$ cat config.mk
export PLATFORM = sky130hd
export DESIGN_NAME = positional_sequence_store
export DESIGN_NICKNAME = d
export VERILOG_FILES = /design/src/hdl/psq_pkg.sv /design/src/hdl/positional_sequence_store.sv /design/src/hdl/psq_cell.sv
export SDC_FILE = /design/constraint.sdc
export NUM_CORES = 1
export LEC_CHECK = 0
export ABC_AREA = 1
export BUFFER_PORTS_ARGS = -buffer_cell sky130_fd_sc_hd__buf_2
export CELL_PAD_IN_SITES_DETAIL_PLACEMENT = 1
export CELL_PAD_IN_SITES_GLOBAL_PLACEMENT = 2
export CORE_ASPECT_RATIO = 2
export CORE_MARGIN = 8
export CORE_UTILIZATION = 42
export CTS_CLUSTER_SIZE = 40
export DETAILED_ROUTE_END_ITERATION = 6
export PLACE_DENSITY_LB_ADDON = 0.1
export REMOVE_ABC_BUFFERS = 1
export SKIP_CTS_REPAIR_TIMING = 1
export SYNTH_ARGS = -nofsm -noshare
export SYNTH_HDL_FRONTEND = slang
export SYNTH_SLANG_ARGS = --single-unit
export TNS_END_PERCENT = 1
$ cat constraint.sdc
create_clock -name clk -period 12.4 [get_ports clk]
set_input_delay 0.62 -clock clk [delete_from_list [all_inputs] [get_ports clk]]
set_output_delay 0.62 -clock clk [all_outputs]
set_load 0.005 [all_outputs]
$ cat src/hdl/psq_pkg.sv
package psq_pkg;

  localparam int CAPACITY = 16;
  localparam int DATA_W   = 32;
  localparam int KIND_W   = 4;
  localparam int POS_W    = 8;
  localparam int STAT_W   = 3;
  localparam int CNT_W    = 5;
  localparam int IDX_W    = $clog2(CAPACITY);
  localparam int FILL_W   = $clog2(CAPACITY + 1);
  localparam int CMP_W    = (FILL_W > POS_W) ? FILL_W : POS_W;

  typedef enum logic [KIND_W-1:0] {
    KIND_INS_FRONT = 4'd0,
    KIND_INS_BACK  = 4'd1,
    KIND_INS_AT    = 4'd2,
    KIND_DEL_FRONT = 4'd3,
    KIND_DEL_BACK  = 4'd4,
    KIND_DEL_AT    = 4'd5,
    KIND_REVERSE   = 4'd6,
    KIND_CLEAR     = 4'd7,
    KIND_READ      = 4'd8
  } kind_t;

  typedef enum logic [STAT_W-1:0] {
    ST_OK    = 3'd0,
    ST_EMPTY = 3'd1,
    ST_NEG   = 3'd2,
    ST_RANGE = 3'd3,
    ST_FULL  = 3'd4
  } status_t;

  // What one cell loads at the next edge.
  typedef enum logic [1:0] {
    CELL_HOLD = 2'd0,
    CELL_LOAD = 2'd1,
    CELL_PREV = 2'd2,
    CELL_NEXT = 2'd3
  } cell_op_t;

  typedef struct packed {
    kind_t                    kind;
    logic signed [DATA_W-1:0] value;
    logic signed [POS_W-1:0]  position;
  } cmd_t;

  typedef struct packed {
    status_t                  status;
    logic signed [DATA_W-1:0] element;
    logic [CNT_W-1:0]         count;
    logic                     last;
  } rsp_t;

endpackage

$ cat src/hdl/positional_sequence_store.sv
// channel | valid     | stall     | payload         | beat
// --------+-----------+-----------+-----------------+--------------------------------
// command | cmd_valid | cmd_stall | cmd (cmd_t)     | one operation on the sequence
// result  | rsp_valid | rsp_stall | rsp (rsp_t)     | one status or one read element
//
// Edits, clear and errors: one beat in the cycle after accept; all cells shift at once.
// Reverse: status beat goes out at once, then cmd_stall holds while the tail moves to each slot in turn.
// Read out: cmd_stall holds after accept until the last element beat, one element beat per cycle while
// rsp is not stalled, rotating the row so the front cell always carries the next element.
// A stalled result beat holds in rsp and also raises cmd_stall; read out waits with it.
// Reset is synchronous and empties the store at once; cell contents are left as they are.
module positional_sequence_store (
  input  logic          clk,
  input  logic          rst,
  input  logic          cmd_valid,
  output logic          cmd_stall,
  input  psq_pkg::cmd_t cmd,
  output logic          rsp_valid,
  input  logic          rsp_stall,
  output psq_pkg::rsp_t rsp
);
  import psq_pkg::*;

  typedef enum logic [2:0] {
    S_IDLE = 3'b001,
    S_REV  = 3'b010,
    S_READ = 3'b100
  } state_t;

  state_t              state, state_next;
  logic [FILL_W-1:0]   fill, fill_next;
  logic [IDX_W-1:0]    step, step_next;
  logic [IDX_W-1:0]    tail_idx;

  logic [DATA_W-1:0]   cells    [CAPACITY];
  logic [DATA_W-1:0]   prev_val [CAPACITY];
  logic [DATA_W-1:0]   next_val [CAPACITY];
  cell_op_t            cell_op  [CAPACITY];
  logic [DATA_W-1:0]   load_val;

  logic                cmd_acc;
  logic                out_free;
  logic                rsp_load;
  rsp_t                rsp_next;
  status_t             status;

  logic                neg, full, empty;
  logic [CMP_W-1:0]    pos_w, fill_w, at;
  logic                do_ins, do_del;

  assign out_free  = !rsp_valid || !rsp_stall;
  assign cmd_stall = !((state == S_IDLE) && out_free);
  assign cmd_acc   = cmd_valid && !cmd_stall;

  assign neg      = cmd.position[POS_W-1];
  assign pos_w    = CMP_W'($unsigned(cmd.position));
  assign fill_w   = CMP_W'(fill);
  assign full     = (fill == FILL_W'(CAPACITY));
  assign empty    = (fill == '0);
  assign tail_idx = IDX_W'(fill - FILL_W'(1));

  // Neighbor links; the ends of the row see zero.
  always_comb begin
    for (int i = 0; i < CAPACITY; i++) begin
      prev_val[i] = (i == 0)            ? '0 : cells[(i == 0) ? 0 : i - 1];
      next_val[i] = (i == CAPACITY - 1) ? '0 : cells[(i == CAPACITY - 1) ? i : i + 1];
    end
  end

  always_comb begin
    for (int i = 0; i < CAPACITY; i++) begin
      cell_op[i] = CELL_HOLD;
    end
    load_val   = cmd.value;
    fill_next  = fill;
    state_next = state;
    step_next  = step;
    rsp_load   = 1'b0;
    status     = ST_OK;
    at         = '0;
    do_ins     = 1'b0;
    do_del     = 1'b0;
    rsp_next   = '0;

    unique case (state)
      S_IDLE: begin
        if (cmd_acc) begin
          rsp_load = 1'b1;
          unique case (cmd.kind)
            KIND_INS_FRONT: begin
              if (full) status = ST_FULL;
              else      do_ins = 1'b1;
            end
            KIND_INS_BACK: begin
              at = fill_w;
              if (full) status = ST_FULL;
              else      do_ins = 1'b1;
            end
            KIND_INS_AT: begin
              at = pos_w;
              priority if (neg)            status = ST_NEG;
              else if (pos_w > fill_w)     status = ST_RANGE;
              else if (full)               status = ST_FULL;
              else                         do_ins = 1'b1;
            end
            KIND_DEL_FRONT: begin
              if (empty) status = ST_EMPTY;
              else       do_del = 1'b1;
            end
            KIND_DEL_BACK: begin
              // Dropping the tail only needs the fill to shrink.
              if (empty) status = ST_EMPTY;
              else       fill_next = fill - FILL_W'(1);
            end
            KIND_DEL_AT: begin
              at = pos_w;
              priority if (neg)                status = ST_NEG;
              else if (empty && pos_w == '0)   status = ST_EMPTY;
              else if (pos_w >= fill_w)        status = ST_RANGE;
              else                             do_del = 1'b1;
            end
            KIND_REVERSE: begin
              if (fill >= FILL_W'(2)) begin
                state_next = S_REV;
                step_next  = '0;
              end
            end
            KIND_CLEAR: fill_next = '0;
            KIND_READ: begin
              if (empty) begin
                status = ST_EMPTY;
              end else begin
                rsp_load   = 1'b0;
                state_next = S_READ;
                step_next  = '0;
              end
            end
            default: ;
          endcase

          if (do_ins) begin
            fill_next = fill + FILL_W'(1);
            for (int i = 0; i < CAPACITY; i++) begin
              if (CMP_W'(i) < at)       cell_op[i] = CELL_HOLD;
              else if (CMP_W'(i) == at) cell_op[i] = CELL_LOAD;
              else                      cell_op[i] = CELL_PREV;
            end
          end
          if (do_del) begin
            fill_next = fill - FILL_W'(1);
            for (int i = 0; i < CAPACITY; i++) begin
              if (CMP_W'(i) >= at) cell_op[i] = CELL_NEXT;
            end
          end

          rsp_next.status  = status;
          rsp_next.element = '0;
          rsp_next.count   = CNT_W'(fill_next);
          rsp_next.last    = 1'b1;
        end
      end

      S_REV: begin
        // Move the tail element into slot step; everything from step on
        // slides back by one.
        load_val = cells[tail_idx];
        for (int i = 0; i < CAPACITY; i++) begin
          if (IDX_W'(i) < step)       cell_op[i] = CELL_HOLD;
          else if (IDX_W'(i) == step) cell_op[i] = CELL_LOAD;
          else                        cell_op[i] = CELL_PREV;
        end
        if (step == IDX_W'(fill - FILL_W'(2))) state_next = S_IDLE;
        else                                  step_next  = step + IDX_W'(1);
      end

      S_READ: begin
        // Emit the front cell, then rotate the live part of the row.
        load_val = cells[0];
        if (out_free) begin
          for (int i = 0; i < CAPACITY; i++) begin
            cell_op[i] = (IDX_W'(i) == tail_idx) ? CELL_LOAD : CELL_NEXT;
          end
          rsp_load         = 1'b1;
          rsp_next.status  = ST_OK;
          rsp_next.element = cells[0];
          rsp_next.count   = CNT_W'(fill);
          rsp_next.last    = (step == tail_idx);
          if (step == tail_idx) state_next = S_IDLE;
          else                  step_next  = step + IDX_W'(1);
        end
      end

      default: state_next = S_IDLE;
    endcase
  end

  for (genvar g = 0; g < CAPACITY; g++) begin : g_cell
    psq_cell u_cell (
      .clk      (clk),
      .op       (cell_op[g]),
      .load_val (load_val),
      .prev_val (prev_val[g]),
      .next_val (next_val[g]),
      .q        (cells[g])
    );
  end

  always_ff @(posedge clk) begin
    if (rst) begin
      state     <= S_IDLE;
      fill      <= '0;
      step      <= '0;
      rsp_valid <= 1'b0;
    end else begin
      state <= state_next;
      fill  <= fill_next;
      step  <= step_next;
      if (rsp_load)        rsp_valid <= 1'b1;
      else if (!rsp_stall) rsp_valid <= 1'b0;
    end
  end

  // Result payload; hold while stalled.
  always_ff @(posedge clk) begin
    if (rsp_load) rsp <= rsp_next;
  end

endmodule

$ cat src/hdl/psq_cell.sv
module psq_cell (
  input  logic                     clk,
  input  psq_pkg::cell_op_t        op,
  input  logic [psq_pkg::DATA_W-1:0] load_val,
  input  logic [psq_pkg::DATA_W-1:0] prev_val,
  input  logic [psq_pkg::DATA_W-1:0] next_val,
  output logic [psq_pkg::DATA_W-1:0] q
);
  import psq_pkg::*;

  always_ff @(posedge clk) begin
    unique case (op)
      CELL_HOLD: q <= q;
      CELL_LOAD: q <= load_val;
      CELL_PREV: q <= prev_val;
      CELL_NEXT: q <= next_val;
    endcase
  end

endmodule

==> qor.yml, run 1 <==
slew_headroom_pct: 16.61
async_reset_ff_share_pct: 0
drive_above_1_share_pct: 9.267
dr_total_vias: 34770
cp.arrival_ns: 5.64
numCtsBuffers: 57
pin_count: 91
yosysSeqAreaShare_pct: 46.89
io_buffer_count: 90
critical_path.slowest_cell: "nand2_1"
viasPerCell: 6.420
die_w_um: 222.9
first_pass_iters: 5
worst_hold_slack_ns: 0.3243
fmax_mhz: 188.6
cap_viol_max_count: 0
core_sq_mm: 0.08539
status: "finished clean"
synth_edf_count: 553
yosys.area_share.simple_pct: 35.48
placedCellCount: 5311
path_cells: "inv_1 > ha_1 > nand2_1 > nand2_1 > nand2_1 > nand2_1 > nand2_1 > nand4_1 > o21bai_1 > buf_4 > nor2_1 > nor2_2 > nand2_1 > nand2_2 > buf_4 > inv_2 > nand2_1 > buf_4"
synth-compound-area-share_pct: 9.594
cp_max_fo: 65
setup_viol: 0
drc_errors: 0
initial_utilization_pct: 42.12
cpPeakStageDelay_ns: 0.70
ys_ff_latch: 566
pre_cts_ws_ns: 7.079
grt_max_degree: 136
final_nets: 4357
area_delta_synth_final_pct: 6.008
yosysWarnings: 0
end_kind: "flop"
synth-xor-area-share_pct: 0.1948
placed_cell_area_sq_mm: 0.03636
path_class: "flop to flop"
clock_latency_ns: 0.66
grt_pass1_wl_um: 225000
clkTransAtPathRegs_ns: 0.07
die_area_sq_mm: 0.09582
rsz0062_at_grt: "no"
cts_tree: "done"
topRoutingLayerUsed: "met5"
min_period_ns: 5.302
track_usage_pct: 29.80
rows: 152
slew_viol_final: 0
cellPowerDensity_mw_per_mm2: 188.9
ant_nets: 0
cts_buffer_depth: 3
netlist_area_sq_mm: 0.03597
drt_iter0_markers: 3372
finalHoldViolCount: 0
drt-met1-wl_um: 62110
met2WireLength_um: 69870
cpMostUsedCell: "nand2_1"
synthCells: 4465
final_area_sq_mm: 0.03813
synth_top_family_by_area: "simple AND/OR/NAND/NOR gates"
wl_met3_um: 10020
cts_max_level: 2
cts_root_buf: "clkbuf_16"
synth_mux_area_share_pct: 0
peakVddDrop_uv: 129.3
insertedDiodeCount: 0
grt_pass1_vias: 35320
place.gp.congestion: 0.8749
die-height_um: 429.9
worst_clock_skew_ns: 0.01933
syn_avg_cell_area_sq_um: 8.055
grt_antenna_before_repair: 2
final_cells: 5416
start_kind: "flop"
routed_wl_um: 146300
synth.distinct_cells: 49
utilization_pct: 44.65
worst_pin_slew_ns: 1.247
routedWlPerCell_um: 27.01
rrSetupSlack_ns: 7.10
p_leak_nw: 14.76
synthAdderAreaFrac_pct: 0.5914
overflow: 0
dp_hpwl_um: 101200
hp-class: "primary input to flop"
clock_sinks: 566
synth_ff_type: "edfxtp_1"
fin_ws_ns: 7.098
timing.final.crit_share_pct: 42.76
crit_required_ns: 12.74
[state kept, by name, indices dropped and copies added (netlist names)]
signal	cells
fill	5
state	3
g_cell.u_cell.q	512
step	4
rsp	41
rsp_valid	1
[metal layers]
layer	track usage, %	vias to the layer above
met5	0	-
li1	-	15580
met2	49.31	1358
met4	9.439	2
met1	39.78	17540
met3	4.555	285
[path summary, 6_finish.rpt]
check | startpoint | end | cells after the start
max | fill[1]$_SDFFE_PP0P_ | g_cell[6].u_cell.q[13]$_DFFE_PP_ | 18
min | rst | fill[3]$_SDFFE_PP0P_ | 2
max reg2reg | fill[1]$_SDFFE_PP0P_ | g_cell[6].u_cell.q[13]$_DFFE_PP_ | 18
min reg2reg | fill[4]$_SDFFE_PP0P_ | fill[4]$_SDFFE_PP0P_ | 2
[layout by cell type, fill, tap and decap left out, drive strengths merged, types with 2 or more instances in the layout]
cell type,netlist,final
o21ai,103,103
a32o,9,9
nand4,105,105
a32oi,8,8
nand3,1347,1347
inv,102,103
edfxtp,553,553
o211ai,51,51
xor2,7,7
bufinv,0,2
o2111ai,5,5
buf,314,178
clkinv,1,28
ha,17,17
dfxtp,13,13
a21boi,3,3
a22oi,82,82
o22ai,27,27
o21bai,2,2
o221ai,22,22
clkbuf,96,74
a31oi,5,5
nand2,1132,1132
a21oi,232,232
nor3,13,13
nor2,209,209
[logic make-up after synthesis]
group,count (synthesis)
AOI/OAI and AO/OA,552
DFF,566
xor gates and xnor gates,8
buffers and inverters,513
adders and majority gates,17
and+or+nand+nor,2809
[stage by stage]
step	power, mW	setup TNS, ns
floorplan	4.374	-3847.06
global placement	5.371	0
detailed placement	5.445	0
CTS	7.194	0
global route	7.519	0
finish	7.203	0
[report_power, final]
group / switching (mW) / internal (mW) / total [mW]
registers: 0.270 / 2.68 / 2.95
logic: 1.87 / 0.635 / 2.50
clock network: 0.826 / 0.929 / 1.76
[Yosys cell counts, types with 2 or more instances]
| cell | count | area share (%) |
|---|---|---|
| a21oi_1 | 229 | 3.2 |
| nand2_2 | 22 | 0.38 |
| inv_2 | 33 | 0.34 |
| nor2_4 | 9 | 0.28 |
| o21ai_0 | 98 | 1.4 |
| a21oi_2 | 3 | 0.073 |
| nor3_1 | 11 | 0.15 |
| o211ai_2 | 19 | 0.66 |
| a32o_1 | 9 | 0.25 |
| a22oi_1 | 82 | 1.7 |
| nand4_1 | 105 | 1.8 |
| o21ai_1 | 4 | 0.056 |
| dfxtp_1 | 13 | 0.72 |
| clkbuf_1 | 96 | 1.0 |
| xor2_1 | 7 | 0.17 |
| a32oi_1 | 8 | 0.19 |
| nand3_2 | 7 | 0.19 |
| buf_1 | 21 | 0.22 |
| buf_2 | 201 | 2.8 |
| o22ai_1 | 27 | 0.47 |
| o221ai_1 | 22 | 0.54 |
| a31oi_1 | 5 | 0.087 |
| ha_1 | 17 | 0.59 |
| nor2_2 | 10 | 0.17 |
| a21boi_1 | 2 | 0.042 |
| nor2_1 | 190 | 2.0 |
| buf_4 | 70 | 1.5 |
| nand2_4 | 6 | 0.19 |
| o211ai_1 | 32 | 0.67 |
| nand2_1 | 1104 | 12 |
| nand3_1 | 1340 | 19 |
| inv_1 | 69 | 0.72 |
| buf_6 | 22 | 0.69 |
| edfxtp_1 | 553 | 46 |
| o2111ai_1 | 5 | 0.12 |
[critical path, delay by kind of cell, from the launching register on]
family / cells / cell delay [ns]
compound gates: 1 / 0.18
buf+inv: 5 / 1.98
simple gates: 11 / 1.86
fa+ha+maj: 1 / 0.38
flops: 1 / 0.48
[cell type report]
type	count	area (sq um)
fill	10260	47260
sequential	566	16870
multi-input combinational	3386	16600
clock buffer	74	1573
tap	1078	1349
timing repair buffer	178	1149
inverter	103	396.6
clock inverter	31	192.7
(Power assumes the default switching activity.)
==> inputs of run 2 (changes only) <==
--- a/config.mk
+++ b/config.mk
@@ -5,13 +5,13 @@
 export SDC_FILE = /design/constraint.sdc
 export NUM_CORES = 1
 export LEC_CHECK = 0
-export ABC_AREA = 1
+export ABC_AREA = 0
 export BUFFER_PORTS_ARGS = -buffer_cell sky130_fd_sc_hd__buf_2
 export CELL_PAD_IN_SITES_DETAIL_PLACEMENT = 1
 export CELL_PAD_IN_SITES_GLOBAL_PLACEMENT = 2
 export CORE_ASPECT_RATIO = 2
 export CORE_MARGIN = 8
-export CORE_UTILIZATION = 42
+export CORE_UTILIZATION = 45
 export CTS_CLUSTER_SIZE = 40
 export DETAILED_ROUTE_END_ITERATION = 6
 export PLACE_DENSITY_LB_ADDON = 0.1
==> constraint.sdc (replaced) <==
create_clock -name clk -period 5.3 [get_ports clk]
set_input_delay 0.265 -clock clk [delete_from_list [all_inputs] [get_ports clk]]
set_output_delay 0.265 -clock clk [all_outputs]
set_load 0.005 [all_outputs]
==> run 2 against run 1 <==
The run now ends with hold timing left. Clock power up 130%. Global-route usage grew 2.8 points. Clock-buffer cell count down 10. Register-to-register slack lost 6.5 ns. Sequential power increased by 80%. Critical path type unchanged. Synthesized area down 4.3%. Worst hold slack lost 0.33 ns.
==> qor.yml, run 2 <==
largest_reg_flops: 512
start_kind: "flop"
routed_wl_um: 142200
hp-class: "primary input to flop"
async_reset_ff_share_pct: 0
cap_viol_max_count: 0
die_area_sq_mm: 0.08610
mostFrequentLayoutCell: "mux2i_1"
synthCells: 2790
end_kind: "flop"
drt_iter0_markers: 2074
routedWlPerCell_um: 36.53
die-height_um: 407.0
reg_top3: "g_cell.u_cell.q (512), rsp (41), fill (5)"
cts_buffer_depth: 3
drc_errors: 0
synth_ff_type: "edfxtp_1"
grt_antenna_before_repair: 1
p_leak_nw: 13.87
area_delta_synth_final_pct: 11.70
synthTopCellsByCount: "mux2i_1 (691), edfxtp_1 (553), nand2_1 (268)"
min_period_ns: 4.675
place.gp.congestion: 0.9298
worst_hold_slack_ns: -0.005307
synth.distinct_cells: 76
cts_root_buf: "clkbuf_16"
first_pass_iters: 5
crit_family: "compound AO/OA/AOI/OAI gates"
yosysWarnings: 0
slew_viol_final: 0
core_sq_mm: 0.07586
cp.arrival_ns: 4.97
yosysSeqAreaShare_pct: 49.02
syn_avg_cell_area_sq_um: 12.33
synth.most_common_cell: "mux2i_1"
clkTransAtPathRegs_ns: 0.07
total_power_mw: 11.41
critical_path.slowest_cell: "o21ai_0"
status: "complete, but fails checks"
timing.final.crit_share_pct: 88.21
pin_count: 91
path_class: "flop to flop"
peakVddDrop_uv: 252.4
grt_pass1_wl_um: 203200
cp_max_fo: 65
slew_headroom_pct: 16.97
path_buf_inv: 3
yosys-top-cells-area: "edfxtp_1 (48%), mux2i_1 (20%), mux4_2 (8.4%)"
drive_above_1_share_pct: 18.64
cellPowerDensity_mw_per_mm2: 296.8
dp_hpwl_um: 93040
cts_max_level: 2
viasPerCell: 6.804
io_buffer_count: 90
fillerInstances: 7865
ys_ff_latch: 566
cpPeakStageDelay_ns: 1.03
regMostFlops: "g_cell.u_cell.q"
dr_total_vias: 26480
grt_pass1_vias: 28440
path_cells: "inv_1 > ha_1 > a21o_1 > a21oi_1 > nand3_1 > a22o_1 > o21ai_0 > a221oi_4 > buf_12 > nand2_2 > buf_4"
initial_utilization_pct: 45.35
worst_clock_skew_ns: 0.02491
cts_tree: "done"
ant_nets: 0
clock_sinks: 566
worst_pin_slew_ns: 1.232
finalHoldViolCount: 3
synth_top_area_cell: "edfxtp_1"
violations: "hold timing"
crit_required_ns: 5.60
fmax_mhz: 213.9
synth_top_area_share_pct: 48.27
synth_edf_count: 553
die_w_um: 211.5
final_nets: 2899
rows: 143
netlist_area_sq_mm: 0.03441
final_cell_mix: "mux2i_1 (691), edfxtp_1 (553), nand2_1 (256)"
track_usage_pct: 32.63
clock_latency_ns: 0.66
grt_max_degree: 66
rsz0062_at_grt: "no"
setup_viol: 0
overflow: 0
numCtsBuffers: 55
==> run 2: changes by cell type in the layout (fill, tap and decap cells not counted), sizes merged, moves of 63 or more <==
| cell | delta |
|---|---|
| buf | +72 |
| nand2 | -864 |
| mux2i | +691 |
| o21ai | -63 |
| nand3 | -1261 |
| nand4 | -100 |
| mux4 | +128 |
| nor2 | -107 |
| a22o | +66 |
==> run 2: cell families (layout without fill, tap and decap cells) <==
group | after synthesis | after routing | share of synthesized area (%)
other cells | 0 | 1 | 0
xor+xnor | 12 | 12 | 0.3673
flops | 566 | 566 | 49.02
fa+ha+maj | 17 | 17 | 0.6182
compound gates | 506 | 506 | 9.772
buf+inv | 309 | 395 | 4.331
simple gates | 561 | 561 | 7.408
mux | 819 | 819 | 28.48
==> run 2: through the flow <==
step           setup TNS, ns  utilization (%)  setup slack (ns)  cell area (sq um)  std cells
4_1_cts                    0            50.65            0.7852              38430       3891
5_1_grt                    0            50.65            0.5155              38430       3891
6_report                   0            50.66            0.6249              38430       3892
3_3_place_gp               0            48.39            0.9490              36710       3792
3_5_place_dp               0            48.39            0.8156              36710       3792
2_1_floorplan       -6552.47                -            -10.14              33090       2527
==> run 2: layout make-up <==
type | count | area (sq um) | area share (%)
tap | 1015 | 1270 | 3.305
multi-input combinational | 1915 | 16360 | 42.57
clock inverter | 35 | 286.5 | 0.7456
sequential | 566 | 16870 | 43.90
clock buffer | 64 | 1431 | 3.725
timing repair buffer | 250 | 2039 | 5.307
inverter | 46 | 172.7 | 0.4493
antenna | 1 | 2.502 | 0.006511
==> run 2: report_power, final <==
group          total (mW)  internal (mW)  switching (mW)
Sequential           5.31           5.16           0.143
Combinational        2.08          0.744            1.34
Clock                4.02           2.12            1.89
==> run 2: worst reg2reg max path, cell delays in order, from the launching register on <==
cell	delay (ns)
dfxtp_1	0.67
inv_1	0.28
ha_1	0.36
a21o_1	0.16
a21oi_1	0.22
nand3_1	0.17
a22o_1	0.41
o21ai_0	1.03
a221oi_4	0.14
buf_12	0.26
nand2_2	0.25
buf_4	0.35
==> run 2: metal layers <==
layer	part of all wire [%]	GRT usage, %	wire [um]
met5	0	0	0
met1	35	35.15	49230
met3	6.1	5.061	8733
met2	52	59.16	74370
met4	6.9	20.03	9867
==> run 2: final timing paths <==
| kind | start | to | slack [ns] | cells past startpoint |
|---|---|---|---|---|
| max reg2reg | fill[3]$_SDFFE_PP0P_ | g_cell[7].u_cell.q[26]$_DFFE_PP_ | 0.62 | 11 |
| min | rst | step[0]$_SDFFE_PP0P_ | -0.005 | 2 |
| min reg2reg | state[0]$_SDFFE_PP1P_ | state[0]$_SDFFE_PP1P_ | 0.60 | 2 |
| max | fill[3]$_SDFFE_PP0P_ | g_cell[7].u_cell.q[26]$_DFFE_PP_ | 0.62 | 11 |
==> inputs of run 3 (changes only) <==
--- a/config.mk
+++ b/config.mk
@@ -14,7 +14,7 @@
 export CORE_UTILIZATION = 45
 export CTS_CLUSTER_SIZE = 40
 export DETAILED_ROUTE_END_ITERATION = 6
-export PLACE_DENSITY_LB_ADDON = 0.1
+export PLACE_DENSITY = 0.86
 export REMOVE_ABC_BUFFERS = 1
 export SKIP_CTS_REPAIR_TIMING = 1
 export SYNTH_ARGS = -nofsm -noshare
==> run 3 against run 2 <==
The run now ends clean. Flip-flop and latch count is the same. Global-route usage shrank 3.3 points. Routed wire length down 10%. Maximum frequency increased by 5.8%. Utilization down 0.31 points. Worst hold slack improved by 0.036 ns. Register-to-register slack better by 0.25 ns. Final area fell by 0.62%. Final cell count down 0.44%. Power fell by 0.28%. Sequential power is essentially flat. Largest power group unchanged.
==> qor.yml, run 3 (synthesis gave the netlist of run 2 again) <==
setup_tns_ns: 0
fin_ws_ns: 0.8794
cellPowerDensity_mw_per_mm2: 297.8
die_area_sq_mm: 0.08610
p_int_mw: 8.161
regMostFlops: "g_cell.u_cell.q"
clock_latency_ns: 0.62
dr_total_vias: 25930
whs_endpoint: "step[0]$_SDFFE_PP0P_"
min_period_ns: 4.421
overflow: 0
timing.final.crit_share_pct: 83.41
rrSetupSlack_ns: 0.88
clock_sinks: 566
crit_required_ns: 5.57
first_pass_iters: 5
finalHoldViolCount: 0
grt_max_degree: 68
reg2reg_depth: 10
worst_clock_skew_ns: 0.02482
initial_utilization_pct: 45.35
rsz0062_at_grt: "no"
p_clk_share_pct: 36.0
worstHoldStart: "rst"
hold_depth: 2
start_kind: "flop"
place.gp.congestion: 0.9738
r2r_end: "g_cell[11].u_cell.q[24]$_DFFE_PP_"
slew_headroom_pct: 9.578
track_usage_pct: 29.29
routedWlPerCell_um: 32.90
drt_iter0_markers: 2324
cp.arrival_ns: 4.69
pin_count: 91
cts_max_level: 2
mostFrequentLayoutCell: "mux2i_1"
cts_buffer_depth: 3
worst_pin_slew_ns: 1.350
drc_errors: 0
path_class: "flop to flop"
total_power_mw: 11.37
die-height_um: 407.0
cpPeakStageDelay_ns: 0.76
hp-class: "primary input to flop"
fillerInstances: 7830
rr_startpoint: "fill[3]$_SDFFE_PP0P_"
fmax_mhz: 226.2
p_leak_nw: 13.77
io_buffer_count: 90
critical_path.slowest_cell: "a21boi_1"
grt_pass1_wl_um: 187500
routed_wl_um: 127500
utilization_pct: 50.35
core_sq_mm: 0.07586
cts_tree: "done"
rows: 143
placedCellCount: 3780
setup_viol: 0
die_w_um: 211.5
seq_power_share_pct: 46.6
power.net_switching_mw: 3.213
status: "finished clean"
grt_pass1_vias: 28160
cap_viol_max_count: 0
drive_above_1_share_pct: 18.01
numCtsBuffers: 53
reg_top3: "g_cell.u_cell.q (512), rsp (41), fill (5)"
power_frac_comb_pct: 17.4
end_kind: "flop"
grt_antenna_before_repair: 4
cp_max_fo: 33
pre_cts_ws_ns: 0.9224
clkTransAtPathRegs_ns: 0.07
insertedDiodeCount: 0
peakVddDrop_uv: 222.1
cpMostUsedCell: "a21oi_1"
area_delta_synth_final_pct: 11.01
dp_hpwl_um: 85820
final_cell_mix: "mux2i_1 (691), edfxtp_1 (553), nand2_1 (256)"
final_nets: 2885
cts_root_buf: "clkbuf_16"
slew_viol_final: 0
multiInputGateArea_sq_mm: 0.01631
path_cells: "inv_1 > ha_1 > a21o_1 > a21oi_1 > nand3_1 > a21boi_1 > a21oi_1 > o21a_2 > nand2_2 > buf_4"
ant_nets: 0
final_cells: 3875
swShare_pct: 28.25
largest_reg_flops: 512
viasPerCell: 6.692
regArea_sq_mm: 0.01687
[run 3: cell types whose count changed in the layout (fill, tap and decap cells not counted), sizes merged]
cell      change
clkbuf        +7
clkinv       -11
diode         -1
buf          -12
clkinvlp      -3
inv           -1
bufinv        +4
[run 3: final cells by class]
class	instances	area share (%)
repair buffers	238	4.776
flip-flops and latches	566	44.17
well taps	1015	3.325
multi-input cells	1915	42.70
inverters	46	0.4521
clock buffers	71	3.705
clock inverters	24	0.8714
[run 3: routing by layer]
metal  part of all wire (%)  wire, um  global-route usage, %  vias up
met4                    7.1      9026                  18.55        0
met2                     53     66930                  53.58     1191
met5                      0         0                      0        -
met3                    6.3      8049                  4.246      471
li1                       -         -                      -    10830
met1                     34     43470                  31.11    13440
[run 3: worst max-delay path by stage]
stage,startpoint,end,slack [ns],cells past startpoint
2_1_floorplan,fill[0]$_SDFFE_PP0P_,g_cell[11].u_cell.q[0]$_DFFE_PP_,-10.14,5
3_3_place_gp,fill[3]$_SDFFE_PP0P_,g_cell[11].u_cell.q[21]$_DFFE_PP_,1.05,10
3_5_place_dp,fill[3]$_SDFFE_PP0P_,g_cell[1].u_cell.q[6]$_DFFE_PP_,0.92,10
4_1_cts,fill[3]$_SDFFE_PP0P_,g_cell[11].u_cell.q[4]$_DFFE_PP_,0.95,10
5_1_grt,fill[3]$_SDFFE_PP0P_,g_cell[11].u_cell.q[24]$_DFFE_PP_,0.67,10
6_report,fill[3]$_SDFFE_PP0P_,g_cell[11].u_cell.q[24]$_DFFE_PP_,0.88,10
[run 3: through the flow]
| stage | cell area [sq um] | hold WS [ns] |
|---|---|---|
| floorplan | 33090 | 0.3341 |
| global placement | 36430 | 0.5521 |
| detailed placement | 36430 | 0.5919 |
| CTS | 38180 | 0.003607 |
| global route | 38190 | 0.03158 |
| finish | 38190 | 0.03108 |
[run 3: power by group through the flow]
stage,combinational [mW],sequential (mW),clock [mW]
after floorplan,1.25,5.37,0
after global routing,2.09,5.31,4.25
after detailed placement,1.95,5.39,0
final,1.98,5.29,4.10
after global placement,1.90,5.37,0
after CTS,1.96,5.29,4.13
[run 3: critical path: cells and delay by family (launching register included)]
family	cells	cell delay (ns)
buffers and inverters	2	0.63
AOI/OAI and AO/OA	5	2.06
and+or+nand+nor	2	0.37
adders and majority gates	1	0.36
DFF	1	0.64
